[src/rtl/mpi_pkg.sv]
// shared types and constants for the mandelbrot point iterator
// used by mpi_ctrl, mpi_datapath and the top level; no dependencies
`default_nettype none

package mpi_pkg;

   localparam int VALUE_WIDTH_DEFAULT = 32;
   localparam int FRAC_BITS_DEFAULT   = 27;

   localparam int COUNT_WIDTH     = 24;
   localparam int ITER_WIDTH      = 16;
   localparam int CSR_INDEX_WIDTH = 1;
   localparam int CSR_DATA_WIDTH  = 16;

   localparam logic [ITER_WIDTH-1:0] MAX_ITERATIONS_RESET = 16'd1024;
   localparam logic                  CARDIOID_ENABLE_RESET = 1'b1;

   localparam logic [CSR_INDEX_WIDTH-1:0] REG_MAX_ITERATIONS  = 1'd0;
   localparam logic [CSR_INDEX_WIDTH-1:0] REG_CARDIOID_ENABLE = 1'd1;

   typedef enum logic [1:0] {
      UPDATE_NONE    = 2'd0,
      UPDATE_STORE_Z = 2'd1,
      UPDATE_ESCAPED = 2'd2
   } update_kind_type;

   // how a point ended
   typedef enum logic [1:0] {
      OUT_SKIP    = 2'd0,
      OUT_REGION  = 2'd1,
      OUT_BOUNDED = 2'd2,
      OUT_ESCAPE  = 2'd3
   } outcome_type;

   // operand sets for the three multipliers
   typedef enum logic [1:0] {
      MUL_ITER  = 2'd0,
      MUL_CARD1 = 2'd1,
      MUL_CARD2 = 2'd2
   } mul_sel_type;

   typedef struct packed {
      logic        load;
      logic        mul_en;
      mul_sel_type mul_sel;
      logic        card_sum;
      logic        card_dsum;
      logic        step;
      logic        load_rsp;
      outcome_type outcome;
   } cmd_type;

   typedef struct packed {
      logic escaped_in;
      logic card_go;
      logic escape;
      logic last_step;
      logic in_region;
   } status_type;

endpackage

`default_nettype wire

[src/rtl/mpi_ctrl.sv]
// sequencer for the mandelbrot point iterator: handshakes and step order
// depends on mpi_pkg; drives mpi_datapath through cmd_type, reads status_type
`default_nettype none

module mpi_ctrl (
   input  wire                 clock,
   input  wire                 reset,
   input  wire                 req_tvalid,
   output logic                req_tready,
   output logic                rsp_tvalid,
   input  wire                 rsp_tready,
   output mpi_pkg::cmd_type    cmd,
   input  mpi_pkg::status_type status
);
   import mpi_pkg::*;

   typedef enum logic [8:0] {
      ST_IDLE      = 9'b000000001,
      ST_CHECK     = 9'b000000010,
      ST_CARD_SUM  = 9'b000000100,
      ST_CARD_DSUM = 9'b000001000,
      ST_CARD_MUL2 = 9'b000010000,
      ST_CARD_CMP  = 9'b000100000,
      ST_ITER_MUL  = 9'b001000000,
      ST_ITER_UPD  = 9'b010000000,
      ST_FINISH    = 9'b100000000
   } state_type;

   state_type   state_ff, state_in;
   outcome_type outcome_ff, outcome_in;
   logic        rsp_valid_ff, rsp_valid_in;

   assign req_tready = (state_ff == ST_IDLE);
   assign rsp_tvalid = rsp_valid_ff;

   always_comb begin
      state_in      = state_ff;
      outcome_in    = outcome_ff;
      cmd.load      = 1'b0;
      cmd.mul_en    = 1'b0;
      cmd.mul_sel   = MUL_ITER;
      cmd.card_sum  = 1'b0;
      cmd.card_dsum = 1'b0;
      cmd.step      = 1'b0;
      cmd.load_rsp  = 1'b0;
      cmd.outcome   = outcome_ff;
      unique case (state_ff)
         ST_IDLE: begin
            if (req_tvalid) begin
               cmd.load = 1'b1;
               state_in = ST_CHECK;
            end
         end
         ST_CHECK: begin
            // cardioid products start here whether or not they are needed
            cmd.mul_en  = 1'b1;
            cmd.mul_sel = MUL_CARD1;
            if (status.escaped_in) begin
               outcome_in = OUT_SKIP;
               state_in   = ST_FINISH;
            end else if (status.card_go) begin
               state_in = ST_CARD_SUM;
            end else begin
               state_in = ST_ITER_MUL;
            end
         end
         ST_CARD_SUM: begin
            cmd.card_sum = 1'b1;
            state_in     = ST_CARD_DSUM;
         end
         ST_CARD_DSUM: begin
            cmd.card_dsum = 1'b1;
            state_in      = ST_CARD_MUL2;
         end
         ST_CARD_MUL2: begin
            cmd.mul_en  = 1'b1;
            cmd.mul_sel = MUL_CARD2;
            state_in    = ST_CARD_CMP;
         end
         ST_CARD_CMP: begin
            if (status.in_region) begin
               outcome_in = OUT_REGION;
               state_in   = ST_FINISH;
            end else begin
               state_in = ST_ITER_MUL;
            end
         end
         ST_ITER_MUL: begin
            cmd.mul_en  = 1'b1;
            cmd.mul_sel = MUL_ITER;
            state_in    = ST_ITER_UPD;
         end
         ST_ITER_UPD: begin
            // escape test comes before the step
            if (status.escape) begin
               outcome_in = OUT_ESCAPE;
               state_in   = ST_FINISH;
            end else begin
               cmd.step = 1'b1;
               if (status.last_step) begin
                  outcome_in = OUT_BOUNDED;
                  state_in   = ST_FINISH;
               end else begin
                  state_in = ST_ITER_MUL;
               end
            end
         end
         ST_FINISH: begin
            if (!rsp_valid_ff || rsp_tready) begin
               cmd.load_rsp = 1'b1;
               state_in     = ST_IDLE;
            end
         end
         default: begin
            state_in = ST_IDLE;
         end
      endcase
   end

   always_comb begin
      if (cmd.load_rsp) begin
         rsp_valid_in = 1'b1;
      end else begin
         rsp_valid_in = rsp_valid_ff && !rsp_tready;
      end
   end

   always_ff @(posedge clock) begin
      if (reset) begin
         state_ff     <= ST_IDLE;
         outcome_ff   <= OUT_SKIP;
         rsp_valid_ff <= 1'b0;
      end else begin
         state_ff     <= state_in;
         outcome_ff   <= outcome_in;
         rsp_valid_ff <= rsp_valid_in;
      end
   end

endmodule

`default_nettype wire

[config.mk]
export PLATFORM = sky130hd
export DESIGN_NAME = mpi_ctrl
export DESIGN_NICKNAME = d
export VERILOG_FILES = /design/src/rtl/mpi_pkg.sv /design/src/rtl/mpi_ctrl.sv
export SDC_FILE = /design/constraint.sdc
export NUM_CORES = 1
export LEC_CHECK = 0
export ABC_AREA = 1
export BUFFER_PORTS_ARGS = -buffer_cell sky130_fd_sc_hd__clkbuf_2
export CORE_UTILIZATION = 45
export DETAILED_ROUTE_END_ITERATION = 6
export PLACE_DENSITY = 0.7
export SYNTH_ARGS = -nofsm -noshare
export SYNTH_HDL_FRONTEND = slang
export SYNTH_SLANG_ARGS = --single-unit
[constraint.sdc]
create_clock -name clock -period 1.63 [get_ports clock]
set_input_delay 0 -clock clock [delete_from_list [all_inputs] [get_ports clock]]
set_output_delay 0 -clock clock [all_outputs]
set_load 0.03 [all_outputs]
; ---- Yosys cells after proc, flatten, opt, wreduce, memory -nomap -nowiden
; Index checks and enable logic that the tools add are counted.
[word_totals]
register_bits = 12
in_bits = 9
output_inout_bits = 12
elab_cells = 47
[classes]
eq_ne = 14
n_mux = 23
n_reduce_logical = 7
[op_table]
columns = operator, count
row1 = case mux 9 bit (9 select lines), 1
row2 = 2-to-1 mux 9 bit, 6
row3 = == test 9 x 1 -> 1 bit (second input constant), 1
row4 = == test 9 x 2 -> 1 bit (second input constant), 1
row5 = == test 9 x 3 -> 1 bit (second input constant), 1
row6 = == test 9 x 4 -> 1 bit (second input constant), 1
row7 = == test 9 x 5 -> 1 bit (second input constant), 1
row8 = == test 9 x 6 -> 1 bit (second input constant), 1
row9 = == test 9 x 7 -> 1 bit (second input constant), 1
row10 = == test 9 x 8 -> 1 bit (second input constant), 1
row11 = == test 9 bit (second input constant), 1
row12 = 2-to-1 mux 1 bit, 9
row13 = case mux 3 bit (3 select lines), 1
row14 = 2-to-1 mux 2 bit, 4
row15 = != test 2 bit (second input constant), 4
row16 = 2-to-1 mux 7 bit, 1
row17 = case mux 2 bit (3 select lines), 1
row18 = AND reduction 4 bit, 1
row19 = != test 3 bit (second input constant), 1
row20 = nonzero test 3 bit, 1
row21 = logical NOT 1 bit, 2
row22 = AND reduction 2 bit, 1
row23 = logical AND 1 bit, 1
row24 = logical OR 1 bit, 1

; ---- Logic depth before layout (Yosys ltp)
[logic_depth]
depth_word = 5
mapped_depth = 10
mapped_depth_nobuf = 9

; ---- Worst setup path after synthesis
; No wires, ideal clock.
[synth_path]
path_type = reg-to-reg
startpoint = register state_ff[8]
endpoint = register state_ff[5]
setup_ps = 60
t_arrival_ps = 1305
required_time_ps = 1570
setup_slack_ps = 265
path_stages_with_launch = 7
n_path_buf = 1
synth_period_minus_slack_ps = 1365
path_cell_list = dfxtp_1 -> buf_4 -> nor2_4 -> nand3_4 -> nor2_1 -> nand4_1 -> inv_1
[synth_via]
elab_chain_cells = 3
elab_cells_between_ends = 13
classes_between = eq/ne: 11 / mux: 1 / reduce/logical: 1
[synth_lines]
columns = item, line_no
row1 = start: declaration, mpi_ctrl.sv:29  ; state_type state_ff, state_in;
row2 = start signal: assignment, mpi_ctrl.sv:134  ; state_ff <= state_in;
row3 = == test 9 bit or == test 9 x 1 -> 1 bit (tied branches), mpi_ctrl.sv:47  ; unique case (state_ff)
row4 = != test 2 bit (no line), --
row5 = AND reduction 2 bit (no line), --
; Several ways; a longest one is shown, not always the timed one.
; A chain may end at the register's enable or synchronous reset.

==> results.md <==
* Peak supply drop at between 400 and 500 uV
* Mapped Avg Cell Area at ~6.3 sq um
* Port bufs at 20
* CTS Root Cell: clkbuf_4
* Initial antenna violation count at 0
* Ant diodes at 0
* Clk sinks at 12
* Setup repair bufs after CTS at 0
* Worst path required time at ~1.6 ns
* Die width at 44.3 microns
* TritonCTS clock tree: yes
* Unrepaired setup endpoints after global routing: false
* Mapped Area at around 800 sq um
* Post-synthesis sequential area ratio at between 20 and 30%
* H-Tree Depth at 1
* Fin. Hold Viols at 0
* Critical Path Start: state_ff[3]$_SDFFE_PP0P_
* Layout area overhead at 21.3%
* HP Class: input pin to flop
* Unique masters post-synth at 24
* Max transition margin at between 70% and 80%
* Die Ht at roughly 44 microns
* Largest delay share family, worst path: flip-flops
* CORE AREA at 1590 sq um
* Yosys Warn Count at 0
* Drt wl/cell at 10.6 microns
* Status: finished, final reports clean
* Vias in the first global route at 722
* Met3 WL at between 70 and 80 microns
* Max-slew violations at 0
* Tot GR Track Use at 21.5%
* Clk pin slew, worst setup/hold paths at around 0.080 ns
* Post-synthesis cell count at 128
* Largest stage delay on the critical path at ~0.51 ns
* Total grt overflow at 0
* Yosys reg bits at 12
* Global-route wire length before repair at around 3.1 mm
* CP Data Arrival Time at between 1.5 and 2 ns
* Clk_lat worst skew at around 0.27 ns
* Initial DRC Count at 20
* WL met2 at between 800 and 900 microns
* Path type of the worst setup path: flop to primary output
* Die Area at slightly below 2000 sq um
* Detail Route Antenna Nets at 0
* Max cap viols at 0
* Met1 wire length at 878 microns
* Critical Path, Cell by Cell: inv_2, nand3_4, a21oi_1, or2_2, clkbuf_2
* Drt total wl at approximately 1.9 mm
* Io pins at 21
* Largest net degree at the start of global routing at 10
* Worst Skew at 0.00415 ns
* Hold_sp: req_tvalid
* Critical R2R Launch: state_ff[1]$_SDFFE_PP0P_
* Remaining DRCs at 0
* Nets at around 160
* Vias/cell at roughly 4.7
* Lkg Pwr at about 0.53 nW
* Worst-Margin Slew at approximately 0.32 ns
* Util after Layout at between 60% and 70%
* Crit. End Element: primary output
* Fin crit period at 1.53 ns
* First drt pass iteration count at 4
* Placed inst area at between 900 and 1000 sq um
* Via count at between 800 and 900
* Design Area, Final at 976 sq um
* R2r setup slk at 0.30 ns
* Clock Tree Buf Depth at 2
* Period utilization at approximately 94%
* DPL Wire Length at 1.47 mm
* Fmax at 654 MHz
* PD cells at about 650 nW/um^2
* Row cnt at 14
* Cell type of the slowest stage on the worst timing path: dfxtp_1
* RD Place Congestion at ~0.87
* # setup viols final at 0
* Top routing layer in use: met4
* Startpoint Class: flop
* Sum of buffers and inverters on the critical path at 2
* Ratio of cells with drive above 1 in the final layout at 28.3%
* Critical-path maximum fanout at 7
* Starting density of the core at 50.5%
* Num CTS Buffers at 3
* Synthesized net count at roughly 140
* Final TNS setup at 0 ns
[layout by cell type, fill, tap and decap left out]
cell type | netlist | final
nor4_1 | 1 | 1
nor3_1 | 4 | 4
nor3_2 | 1 | 1
nand2_2 | 1 | 2
inv_2 | 2 | 2
nand4_1 | 5 | 5
a21oi_1 | 3 | 3
a21oi_2 | 1 | 1
inv_1 | 25 | 25
dlygate4sd3_1 | 0 | 3
dfxtp_1 | 12 | 10
nand2b_1 | 1 | 1
dfxtp_2 | 0 | 2
nand2_1 | 21 | 20
nand3_2 | 2 | 2
nor2_1 | 27 | 26
o211ai_1 | 1 | 1
or2_2 | 1 | 1
nand3_4 | 1 | 1
clkbuf_4 | 0 | 3
nor2_4 | 1 | 1
clkbuf_2 | 0 | 20
nand3_1 | 9 | 9
nor2_2 | 5 | 6
nor3_4 | 1 | 1
o21ai_1 | 1 | 1
[worst min-delay path: cells and delay by family]
family        cells  cell delay (ns)
buf+inv           2             0.18
simple gates      1             0.07
[final timing paths]
path | to | cells past startpoint
setup reg to reg | outcome_ff[0]$_SDFFE_PP0P_ | 8
setup / recovery | cmd[8] | 5
hold reg to reg | outcome_ff[0]$_SDFFE_PP0P_ | 2
hold / removal | state_ff[1]$_SDFFE_PP0P_ | 3
[metal layers]
layer  GRT usage (%)  vias to the layer above
li1                -                      444
met1            25.9                      369
met2            37.4                       20
met3            4.90                        2
met4            7.27                        0
met5               0                        -
[registers in the layout, indices dropped and copies added (netlist names)]
| signal | flops |
|---|---|
| state_ff | 9 |
| rsp_tvalid | 1 |
| outcome_ff | 2 |
[metrics by stage]
stage / worst slack [ns] / hold WS (ns) / instances / total power [mW]
4_1_cts: 0.0418 / 0.0109 / 176 / 0.635
2_1_floorplan: 0.265 / 0.0624 / 128 / 0.410
3_3_place_gp: 0.293 / 0.231 / 170 / 0.450
3_5_place_dp: 0.291 / 0.236 / 170 / 0.451
5_1_grt: 0.00694 / 0.0429 / 176 / 0.666
6_report: 0.101 / 0.0226 / 176 / 0.631
[repair_timing]
action / CTS / global route
hold buffers: 3 / 0
gates resized for setup: 2 / 2
endpoints found under the setup margin: 1 / 3
hold endpoints to repair: 2 / 0
[synthesized netlist by cell type]
| library cell | n | area, sq um |
|---|---|---|
| nor2_4 | 1 | 11.3 |
| nand3_2 | 2 | 20.0 |
| nand2b_1 | 1 | 6.26 |
| a21oi_2 | 1 | 8.76 |
| a21oi_1 | 3 | 15.0 |
| nand4_1 | 5 | 31.3 |
| nor3_4 | 1 | 16.3 |
| nor3_2 | 1 | 10.0 |
| nand3_4 | 1 | 17.5 |
| nand3_1 | 9 | 45.0 |
| nor3_1 | 4 | 20.0 |
| buf_6 | 1 | 11.3 |
| nand2_1 | 21 | 78.8 |
| nor2_2 | 5 | 31.3 |
| inv_1 | 25 | 93.8 |
| or2_2 | 1 | 6.26 |
| o211ai_1 | 1 | 7.51 |
| buf_4 | 1 | 7.51 |
| dfxtp_1 | 12 | 240 |
| inv_2 | 2 | 7.51 |
| nor2_1 | 27 | 101 |
| nand2_2 | 1 | 6.26 |
| o21ai_1 | 1 | 5.00 |
| nor4_1 | 1 | 6.26 |
[cells by family (layout without fill, tap and decap cells)]
family	after synthesis	in the layout	synth area share, %
compound gates	6	6	4.51
buf+inv	29	53	14.9
flops	12	12	29.9
simple gates	81	81	50.7
[where the power goes]
part	internal [mW]	switching [mW]	total (mW)
logic	0.0477	0.0964	0.144
clock network	0.0853	0.0953	0.181
registers	0.300	0.00663	0.306
total	0.433	0.198	0.631
[layout make-up]
| type | instances | area [sq um] |
|---|---|---|
| tap | 24 | 30.0 |
| clock buffer | 3 | 22.5 |
| timing repair buffer | 23 | 130 |
| sequential | 12 | 243 |
| multi-input combinational | 87 | 449 |
| fill | 172 | 618 |
| inverter | 27 | 101 |
Power figures use the tool's default switching activity.
